File: src/sv/gbn_pkg.sv
`timescale 1ns / 1ps
// ----------------------------------------------------------------------------
// gbn_pkg
// Types, constants and sequence helpers for the Go-Back-N window controller.
// ----------------------------------------------------------------------------
package gbn_pkg;

  // Sequence space and frame framing
  localparam int SEQ_MAX        = 7;
  localparam int SEQ_SPAN       = SEQ_MAX + 1;
  localparam int SEQ_W          = 3;
  localparam int LEN_W          = 9;
  localparam int PAYLOAD_BYTES  = 256;
  localparam int MIN_FRAME_LEN  = 5;
  localparam int FRAME_OVERHEAD = 7;
  // Wide enough to count a full span of released frames
  localparam int REM_W          = $clog2(SEQ_SPAN + 1);

  typedef enum logic [1:0] {
    OP_PACKET  = 2'd0,
    OP_LINK    = 2'd1,
    OP_FRAME   = 2'd2,
    OP_TIMEOUT = 2'd3
  } gbn_op_t;

  typedef enum logic [1:0] {
    ACT_STATUS  = 2'd0,
    ACT_SEND    = 2'd1,
    ACT_DELIVER = 2'd2,
    ACT_STOP    = 2'd3
  } gbn_act_t;

  typedef struct packed {
    gbn_op_t            operation;
    logic [SEQ_W-1:0]   frame_seq;
    logic [SEQ_W-1:0]   rx_ack;
    logic [LEN_W-1:0]   frame_length;
    logic               crc_ok;
  } gbn_in_t;

  typedef struct packed {
    gbn_act_t           action;
    logic [SEQ_W-1:0]   seq_number;
    logic [SEQ_W-1:0]   ack_number;
    logic [LEN_W-1:0]   deliver_length;
    logic               net_enable;
    logic               last;
  } gbn_out_t;

  // Advance a sequence number modulo the span.
  function automatic logic [SEQ_W-1:0] seq_inc(input logic [SEQ_W-1:0] k);
    return (k < SEQ_W'(SEQ_MAX)) ? k + SEQ_W'(1) : '0;
  endfunction

  // Distance from a forward to b modulo the span.
  function automatic logic [SEQ_W-1:0] seq_dist(input logic [SEQ_W-1:0] a,
                                                input logic [SEQ_W-1:0] b);
    logic [SEQ_W:0] t;
    if (b >= a) begin
      t = {1'b0, b} - {1'b0, a};
    end else begin
      t = {1'b0, b} + (SEQ_W+1)'(SEQ_SPAN) - {1'b0, a};
    end
    return t[SEQ_W-1:0];
  endfunction

endpackage

File: src/sv/go_back_n_window_controller.sv
`timescale 1ns / 1ps
// ----------------------------------------------------------------------------
// go_back_n_window_controller
// Go-Back-N sliding-window link controller with a shared sequence stepper.
// ----------------------------------------------------------------------------
// One request is accepted when start is high and busy is low; it carries one
// link event (packet ready, link ready, received frame, retransmit timeout).
// Each request yields one or more results, each shown on out_result for one
// cycle with out_strobe high; the receiver must take every result as it
// comes, there is no back-pressure. A request that only changes status (link
// ready, full window, bad frame, nothing to release or resend) yields one
// result in the cycle after acceptance and leaves busy low. A request that
// yields n results (send, deliver, releases, resends; n up to 8) keeps busy
// high and puts out one result per cycle, the first after the sequencer
// state and the output register, later than a status-only result:
// a single sequence incrementer steps the send, receive or ack-expected
// counter by one each cycle, under a four-state sequencer.
// net_enable in every result is the window/link status after the whole event.
// ----------------------------------------------------------------------------
module go_back_n_window_controller
  import gbn_pkg::*;
(
  input  logic     clk,
  input  logic     rst_n,
  input  logic     start,
  output logic     busy,
  input  gbn_in_t  in_request,
  output logic     out_strobe,
  output gbn_out_t out_result
);

  typedef enum logic [3:0] {
    ST_IDLE  = 4'b0001,
    ST_DELIV = 4'b0010,
    ST_REL   = 4'b0100,
    ST_SEND  = 4'b1000
  } state_t;

  state_t             state_r,  state_nxt;
  logic [SEQ_W-1:0]   nts_r,    nts_nxt;   // next to send
  logic [SEQ_W-1:0]   oua_r,    oua_nxt;   // oldest unacked
  logic [SEQ_W-1:0]   exp_r,    exp_nxt;   // expected receive
  logic [SEQ_W-1:0]   cnt_r,    cnt_nxt;   // outstanding count
  logic               link_r,   link_nxt;
  logic [REM_W-1:0]   rem_r,    rem_nxt;   // results left in this burst
  logic               en_r,     en_nxt;    // net_enable for this request
  logic [LEN_W-1:0]   dl_r,     dl_nxt;    // pending deliver length
  logic               ovld_r,   ovld_nxt;
  gbn_out_t           out_r,    out_nxt;

  // Shared sequence stepper
  logic [SEQ_W-1:0]   inc_in, inc_out;

  // Acceptance decode
  logic               accept;
  logic               good_frame;
  logic               in_order;
  logic [SEQ_W-1:0]   ack_dist, win_size;
  logic               ack_in_win;
  logic [REM_W-1:0]   rel_cnt;
  logic [REM_W-1:0]   cnt_ext;
  logic [REM_W-1:0]   cnt_after_rel;
  logic [LEN_W-1:0]   len_trim;
  logic [LEN_W-1:0]   len_cap;
  logic [SEQ_W-1:0]   piggy_ack;

  assign accept = start && !busy;
  assign busy   = (state_r != ST_IDLE);

  // Pick the counter to step this cycle; only one moves per cycle.
  always_comb begin
    unique case (state_r)
      ST_DELIV: inc_in = exp_r;
      ST_REL:   inc_in = oua_r;
      default:  inc_in = nts_r;
    endcase
  end
  assign inc_out = seq_inc(inc_in);

  // Frame checks: the ack releases (ack - oldest + 1) frames when it falls
  // inside the open window, nothing otherwise.
  assign good_frame = in_request.crc_ok &&
                      (in_request.frame_length >= LEN_W'(MIN_FRAME_LEN));
  assign in_order   = (in_request.frame_seq == exp_r);
  assign ack_dist   = seq_dist(oua_r, in_request.rx_ack);
  assign win_size   = seq_dist(oua_r, nts_r);
  assign ack_in_win = (ack_dist < win_size);
  assign rel_cnt    = ack_in_win ? REM_W'(ack_dist) + REM_W'(1) : '0;
  assign cnt_ext    = REM_W'(cnt_r);
  assign cnt_after_rel = (cnt_ext > rel_cnt) ? cnt_ext - rel_cnt : '0;

  // Payload length: drop header and CRC, floor at zero, cap at buffer size.
  assign len_trim = (in_request.frame_length > LEN_W'(FRAME_OVERHEAD)) ?
                    in_request.frame_length - LEN_W'(FRAME_OVERHEAD) : '0;
  assign len_cap  = (len_trim > LEN_W'(PAYLOAD_BYTES)) ? LEN_W'(PAYLOAD_BYTES)
                                                       : len_trim;

  // Piggybacked ack is one below the expected sequence, modulo the span.
  assign piggy_ack = (exp_r == '0) ? SEQ_W'(SEQ_MAX) : exp_r - SEQ_W'(1);

  always_comb begin
    state_nxt = state_r;
    nts_nxt   = nts_r;
    oua_nxt   = oua_r;
    exp_nxt   = exp_r;
    cnt_nxt   = cnt_r;
    link_nxt  = link_r;
    rem_nxt   = rem_r;
    en_nxt    = en_r;
    dl_nxt    = dl_r;
    ovld_nxt  = 1'b0;
    out_nxt   = '0;

    unique case (state_r)
      ST_IDLE: begin
        if (accept) begin
          // Status-only result, used unless a burst starts below
          out_nxt.action = ACT_STATUS;
          out_nxt.last   = 1'b1;
          unique case (in_request.operation)
            OP_PACKET: begin
              // Sending always clears link-ready, so net_enable ends low.
              en_nxt = 1'b0;
              if (cnt_r < SEQ_W'(SEQ_MAX)) begin
                cnt_nxt   = cnt_r + SEQ_W'(1);
                rem_nxt   = REM_W'(1);
                state_nxt = ST_SEND;
              end else begin
                ovld_nxt = 1'b1;
              end
            end
            OP_LINK: begin
              link_nxt = 1'b1;
              en_nxt   = (cnt_r < SEQ_W'(SEQ_MAX));
              ovld_nxt = 1'b1;
            end
            OP_FRAME: begin
              if (good_frame) begin
                en_nxt  = (cnt_after_rel < REM_W'(SEQ_MAX)) && link_r;
                dl_nxt  = len_cap;
                rem_nxt = rel_cnt;
                if (in_order) begin
                  state_nxt = ST_DELIV;
                end else if (ack_in_win) begin
                  state_nxt = ST_REL;
                end else begin
                  ovld_nxt = 1'b1;
                end
              end else begin
                en_nxt   = (cnt_r < SEQ_W'(SEQ_MAX)) && link_r;
                ovld_nxt = 1'b1;
              end
            end
            OP_TIMEOUT: begin
              // Rewind and resend every outstanding frame.
              nts_nxt = oua_r;
              rem_nxt = cnt_ext;
              if (cnt_r != '0) begin
                en_nxt    = 1'b0;
                state_nxt = ST_SEND;
              end else begin
                en_nxt   = link_r;
                ovld_nxt = 1'b1;
              end
            end
            default: begin
              ovld_nxt = 1'b1;
            end
          endcase
          out_nxt.net_enable = en_nxt;
        end
      end

      ST_DELIV: begin
        ovld_nxt               = 1'b1;
        out_nxt.action         = ACT_DELIVER;
        out_nxt.seq_number     = exp_r;
        out_nxt.deliver_length = dl_r;
        out_nxt.net_enable     = en_r;
        out_nxt.last           = (rem_r == '0);
        exp_nxt                = inc_out;
        state_nxt              = (rem_r == '0) ? ST_IDLE : ST_REL;
      end

      ST_REL: begin
        ovld_nxt           = 1'b1;
        out_nxt.action     = ACT_STOP;
        out_nxt.seq_number = oua_r;
        out_nxt.net_enable = en_r;
        out_nxt.last       = (rem_r == REM_W'(1));
        oua_nxt            = inc_out;
        cnt_nxt            = (cnt_r != '0) ? cnt_r - SEQ_W'(1) : '0;
        rem_nxt            = rem_r - REM_W'(1);
        if (rem_r == REM_W'(1)) begin
          state_nxt = ST_IDLE;
        end
      end

      ST_SEND: begin
        ovld_nxt           = 1'b1;
        out_nxt.action     = ACT_SEND;
        out_nxt.seq_number = nts_r;
        out_nxt.ack_number = piggy_ack;
        out_nxt.net_enable = en_r;
        out_nxt.last       = (rem_r == REM_W'(1));
        link_nxt           = 1'b0;
        nts_nxt            = inc_out;
        rem_nxt            = rem_r - REM_W'(1);
        if (rem_r == REM_W'(1)) begin
          state_nxt = ST_IDLE;
        end
      end

      default: begin
        state_nxt = ST_IDLE;
      end
    endcase
  end

  always_ff @(posedge clk) begin
    if (!rst_n) begin
      state_r <= ST_IDLE;
      nts_r   <= '0;
      oua_r   <= '0;
      exp_r   <= '0;
      cnt_r   <= '0;
      link_r  <= 1'b0;
      rem_r   <= '0;
      en_r    <= 1'b0;
      ovld_r  <= 1'b0;
    end else begin
      state_r <= state_nxt;
      nts_r   <= nts_nxt;
      oua_r   <= oua_nxt;
      exp_r   <= exp_nxt;
      cnt_r   <= cnt_nxt;
      link_r  <= link_nxt;
      rem_r   <= rem_nxt;
      en_r    <= en_nxt;
      ovld_r  <= ovld_nxt;
    end
  end

  // Payload registers: no reset needed
  always_ff @(posedge clk) begin
    dl_r  <= dl_nxt;
    out_r <= out_nxt;
  end

  assign out_strobe = ovld_r;
  assign out_result = out_r;

`ifndef SYNTH
  // Results of one request come in consecutive cycles.
  a_burst_contig: assert property (@(posedge clk) disable iff (!rst_n)
    (out_strobe && !out_result.last) |=> out_strobe)
    else $error("result burst broken before its last result");

  // A non-final result means the sequencer is still working on the request.
  a_busy_in_burst: assert property (@(posedge clk) disable iff (!rst_n)
    (out_strobe && !out_result.last) |-> busy)
    else $error("busy low while results are still pending");

  // Sending a frame clears link-ready, so the window cannot be open.
  a_send_closes: assert property (@(posedge clk) disable iff (!rst_n)
    (out_strobe && out_result.action == ACT_SEND) |-> !out_result.net_enable)
    else $error("net_enable high on a send result");

  // A link-ready request answers with exactly one status result next cycle.
  a_link_status: assert property (@(posedge clk) disable iff (!rst_n)
    (accept && in_request.operation == OP_LINK) |=>
      (out_strobe && out_result.last && out_result.action == ACT_STATUS && !busy))
    else $error("link-ready request did not give a single status result");

  // Outstanding count never exceeds the window.
  a_cnt_bound: assert property (@(posedge clk) disable iff (!rst_n)
    (state_r == ST_IDLE) |-> (cnt_r <= SEQ_W'(SEQ_MAX)))
    else $error("outstanding count beyond window");
`endif

endmodule

File: config.mk
export PLATFORM = sky130hd
export DESIGN_NAME = go_back_n_window_controller
export DESIGN_NICKNAME = d
export VERILOG_FILES = /design/src/sv/gbn_pkg.sv /design/src/sv/go_back_n_window_controller.sv
export SDC_FILE = /design/constraint.sdc
export NUM_CORES = 1
export LEC_CHECK = 0
export BUFFER_PORTS_ARGS = -buffer_cell sky130_fd_sc_hd__buf_4
export CORE_MARGIN = 4
export CORE_UTILIZATION = 50
export DETAILED_ROUTE_END_ITERATION = 10
export PLACE_DENSITY = 0.81
export SETUP_SLACK_MARGIN = 0.2
export SKIP_CTS_REPAIR_TIMING = 1
export SKIP_LAST_GASP = 1
export SYNTH_ARGS = -nofsm -noshare
export SYNTH_HDL_FRONTEND = slang
export SYNTH_SLANG_ARGS = --single-unit
File: constraint.sdc
create_clock -name clk -period 10.1 [get_ports clk]
set_input_delay 2.02 -clock clk [delete_from_list [all_inputs] [get_ports clk]]
set_output_delay 2.02 -clock clk [all_outputs]
set_load 0.1 [all_outputs]
==> impl_metrics.env <==
export IMPL_avgSynthCellArea_sq_um=8.64
export IMPL_cts_root_buf="clkbuf_8"
export IMPL_netlist_area_sq_um=3260
export IMPL_power_leakage_nw=1.53
export IMPL_synthArstFlopShare=0
export IMPL_synth_edf_count=9
export IMPL_max_stage_delay_ns=0.47
export IMPL_io_buffers=41
export IMPL_grt_pass1_vias=2766
export IMPL_p_sw_w=0.000159
export IMPL_critPathKind="input port to register"
export IMPL_preCtsSetupSlack_ns=4.57
export IMPL_required_ns=10.29
export IMPL_die_h_um=88.7
export IMPL_synthTopCellsByArea="dfxtp_1 (26%), edfxtp_1 (8.3%), ha_1 (7.7%)"
export IMPL_final_nets=450
export IMPL_slew_headroom=0.193
export IMPL_io_pins=42
export IMPL_dpl_cell_area_sq_um=3570
export IMPL_path_cells="buf_4 > inv_1 > ha_1 > inv_1 > fa_1 > xnor3_1 > ha_1 > nor2b_1 > nor3_1 > ha_1 > inv_1 > fa_1 > nand2_1 > nor4b_1 > a21oi_1 > nor4_1 > o211ai_1"
export IMPL_clock_path_buffers=2
export IMPL_dp_hpwl_mm=5.59
export IMPL_final_antenna_net_count=0
export IMPL_cts_sinks=51
export IMPL_crit_slowest_cell="fa_1"
export IMPL_fmax_ghz=0.193
export IMPL_rsz0062_at_grt="false"
export IMPL_slew_viol_final=0
export IMPL_synthTopCellsByCount="dfxtp_1 (42), nor2_1 (36), inv_1 (26), nand2_1 (26), a21oi_1 (25)"
export IMPL_synth_main_ff_cell="dfxtp_1"
export IMPL_setup_tns_final_ns=0
export IMPL_clkTransAtPathRegs_ns=0.10
export IMPL_seqPwrFrac=0.479
export IMPL_first_pass_iters=5
export IMPL_routed_wl_mm=7.45
export IMPL_dieArea_sq_um=7870
export IMPL_diodes=0
export IMPL_yosysWarnings=0
export IMPL_placementRows=29
export IMPL_syn_to_final_growth_pct=12.4
export IMPL_antenna_found_initial=0
export IMPL_drt_initial_drc_count=203
export IMPL_p_int_w=0.000306
export IMPL_path_max_fanout=3
export IMPL_clkPwrFrac=0.270
export IMPL_layout_drive_gt1_share=0.167
export IMPL_worstMarginPinSlew_ns=1.20
export IMPL_drc=0
export IMPL_final_area_sq_um=3660
export IMPL_fin_ws_ns=4.92
export IMPL_synth_nets=421
export IMPL_drv_cap=0
export IMPL_netlist_area_leader_share=0.258
export IMPL_crit_arrival_ns=5.37
export IMPL_finalSetupViolCount=0
export IMPL_initial_utilization=0.513
export IMPL_fin_skew_ns=0.00586
export IMPL_vias_per_cell=5.88
export IMPL_overflow=0
export IMPL_critPathLaunchType="input port"
export IMPL_routabilityCongestion=0.953
export IMPL_die_w_um=88.7
export IMPL_yosysMostFrequentCell="dfxtp_1"
export IMPL_htreeDepth=2
export IMPL_seq_area_frac_synth=0.341
export IMPL_wire_per_inst_um=15.4
export IMPL_path_buf_inv=4
export IMPL_hold_class="register to register"
export IMPL_cts_tree="yes"
export IMPL_cpLargestDelayFamily="adder cells"
export IMPL_yosysTopAreaCell="dfxtp_1"
export IMPL_netSwitchingFraction=0.341
export IMPL_cts_buffers=5
export IMPL_fin_crit_ns=5.18
export IMPL_grt_use_total=0.202
export IMPL_grt_first_pass_wirelength_mm=12.9
export IMPL_worst_skew_pair_late_latency_ns=0.31
export IMPL_coreArea_sq_um=6350
export IMPL_critPathCaptureType="register"
export IMPL_yosys_register_bits=51
export IMPL_grt_max_degree=19
export IMPL_hp_start="dl_r[7]$_SDFFCE_PN0P_"
export IMPL_finalCritPeriodShare=0.513
export IMPL_synth_cell_types=67
export IMPL_status="completed"
export IMPL_crit_start="in_request[10]"
export IMPL_ir_drop_mv=0.0772
export IMPL_hold_viol_final=0
export IMPL_powerDensity_nw_per_um2=127
export IMPL_syn_inst=377
export IMPL_rr_startpoint="oua_r[0]$_SDFFE_PN0P_"
export IMPL_num_fill_cells=586
export IMPL_vias=2848
export IMPL_combPwrFrac=0.251
-- registers in the layout (all words and copies together) (netlist names) --
name and count:
rem_r 4, link_r 1, oua_r 3, exp_r 3, en_r 1, dl_r 9, state_r 4, cnt_r 3
nts_r 3, out_strobe 1, out_result 19
-- final timing paths --
path,slack (ns),to,cells after the start
hold reg to reg,0.47,out_result[9]$_SDFF_PP0_,1
setup / recovery,4.92,out_result[1]$_DFF_P_,17
setup reg to reg,6.25,out_result[1]$_DFF_P_,15
hold / removal,0.47,out_result[9]$_SDFF_PP0_,1
-- logic make-up after synthesis --
family,Yosys count,share of synthesized area
XOR/XNOR,16,0.0472
AO/OA/AOI/OAI,101,0.212
multiplexers,7,0.0227
buffers and inverters,46,0.0634
flip-flops,51,0.341
AND/OR/NAND/NOR,133,0.219
adder cells (fa/ha/maj),23,0.0952
-- layout by cell type (no fill, tap or decap), types with 3 or more instances in the layout --
| master | netlist | layout |
|---|---|---|
| nor2_1 | 36 | 36 |
| nand3_1 | 7 | 7 |
| mux2_2 | 3 | 3 |
| inv_1 | 26 | 26 |
| ha_1 | 20 | 20 |
| nor3_1 | 10 | 10 |
| nor3b_1 | 5 | 5 |
| a31oi_1 | 6 | 6 |
| and2_1 | 4 | 4 |
| xor2_1 | 3 | 3 |
| and3_1 | 11 | 11 |
| clkbuf_8 | 1 | 5 |
| o22ai_1 | 3 | 3 |
| a22oi_1 | 4 | 4 |
| a21oi_1 | 25 | 25 |
| xnor2_1 | 12 | 12 |
| buf_4 | 2 | 42 |
| nor2b_1 | 4 | 4 |
| a21boi_0 | 4 | 4 |
| nand2_1 | 26 | 26 |
| o21a_1 | 4 | 4 |
| nand4_1 | 3 | 3 |
| nand2b_1 | 4 | 4 |
| mux2i_1 | 4 | 4 |
| edfxtp_1 | 9 | 9 |
| o31ai_1 | 6 | 6 |
| fa_1 | 3 | 3 |
| dfxtp_1 | 42 | 42 |
| o21ai_0 | 21 | 21 |
| o211ai_1 | 4 | 4 |
| nor4_1 | 6 | 6 |
-- layout make-up --
cell class / count / area, sq um / area share
inverter: 26 / 97.6 / 0.0266
multi-input combinational: 280 / 1950 / 0.531
clock buffer: 5 / 68.8 / 0.0188
timing repair buffer: 42 / 315 / 0.0861
tap: 77 / 96.3 / 0.0263
sequential: 51 / 1110 / 0.303
clock inverter: 3 / 27.5 / 0.00751
-- stage by stage --
step	total power (W)	instances	utilization	hold slack [ns]
floorplan	0.000314	377	-	0.443
global placement	0.000340	476	0.562	0.448
detailed placement	0.000342	476	0.562	0.454
CTS	0.000467	484	0.577	0.479
global route	0.000488	484	0.577	0.495
finish	0.000465	484	0.577	0.474
-- power by group through the flow --
stage	Combinational [W]	Clock, W	Sequential, W
after floorplan	0.0000769	0	0.000237
after CTS	0.000116	0.000129	0.000223
after global routing	0.000128	0.000136	0.000224
after detailed placement	0.000115	0	0.000227
final	0.000116	0.000126	0.000223
after global placement	0.000113	0	0.000227
-- layer usage --
metal	part of all wire	track usage	wire length (um)
met1	0.46	0.268	3440
met2	0.47	0.345	3470
met3	0.061	0.0307	456
met4	0.012	0.0453	89
met5	0	0	0
Power figures use the tool's default switching activity.
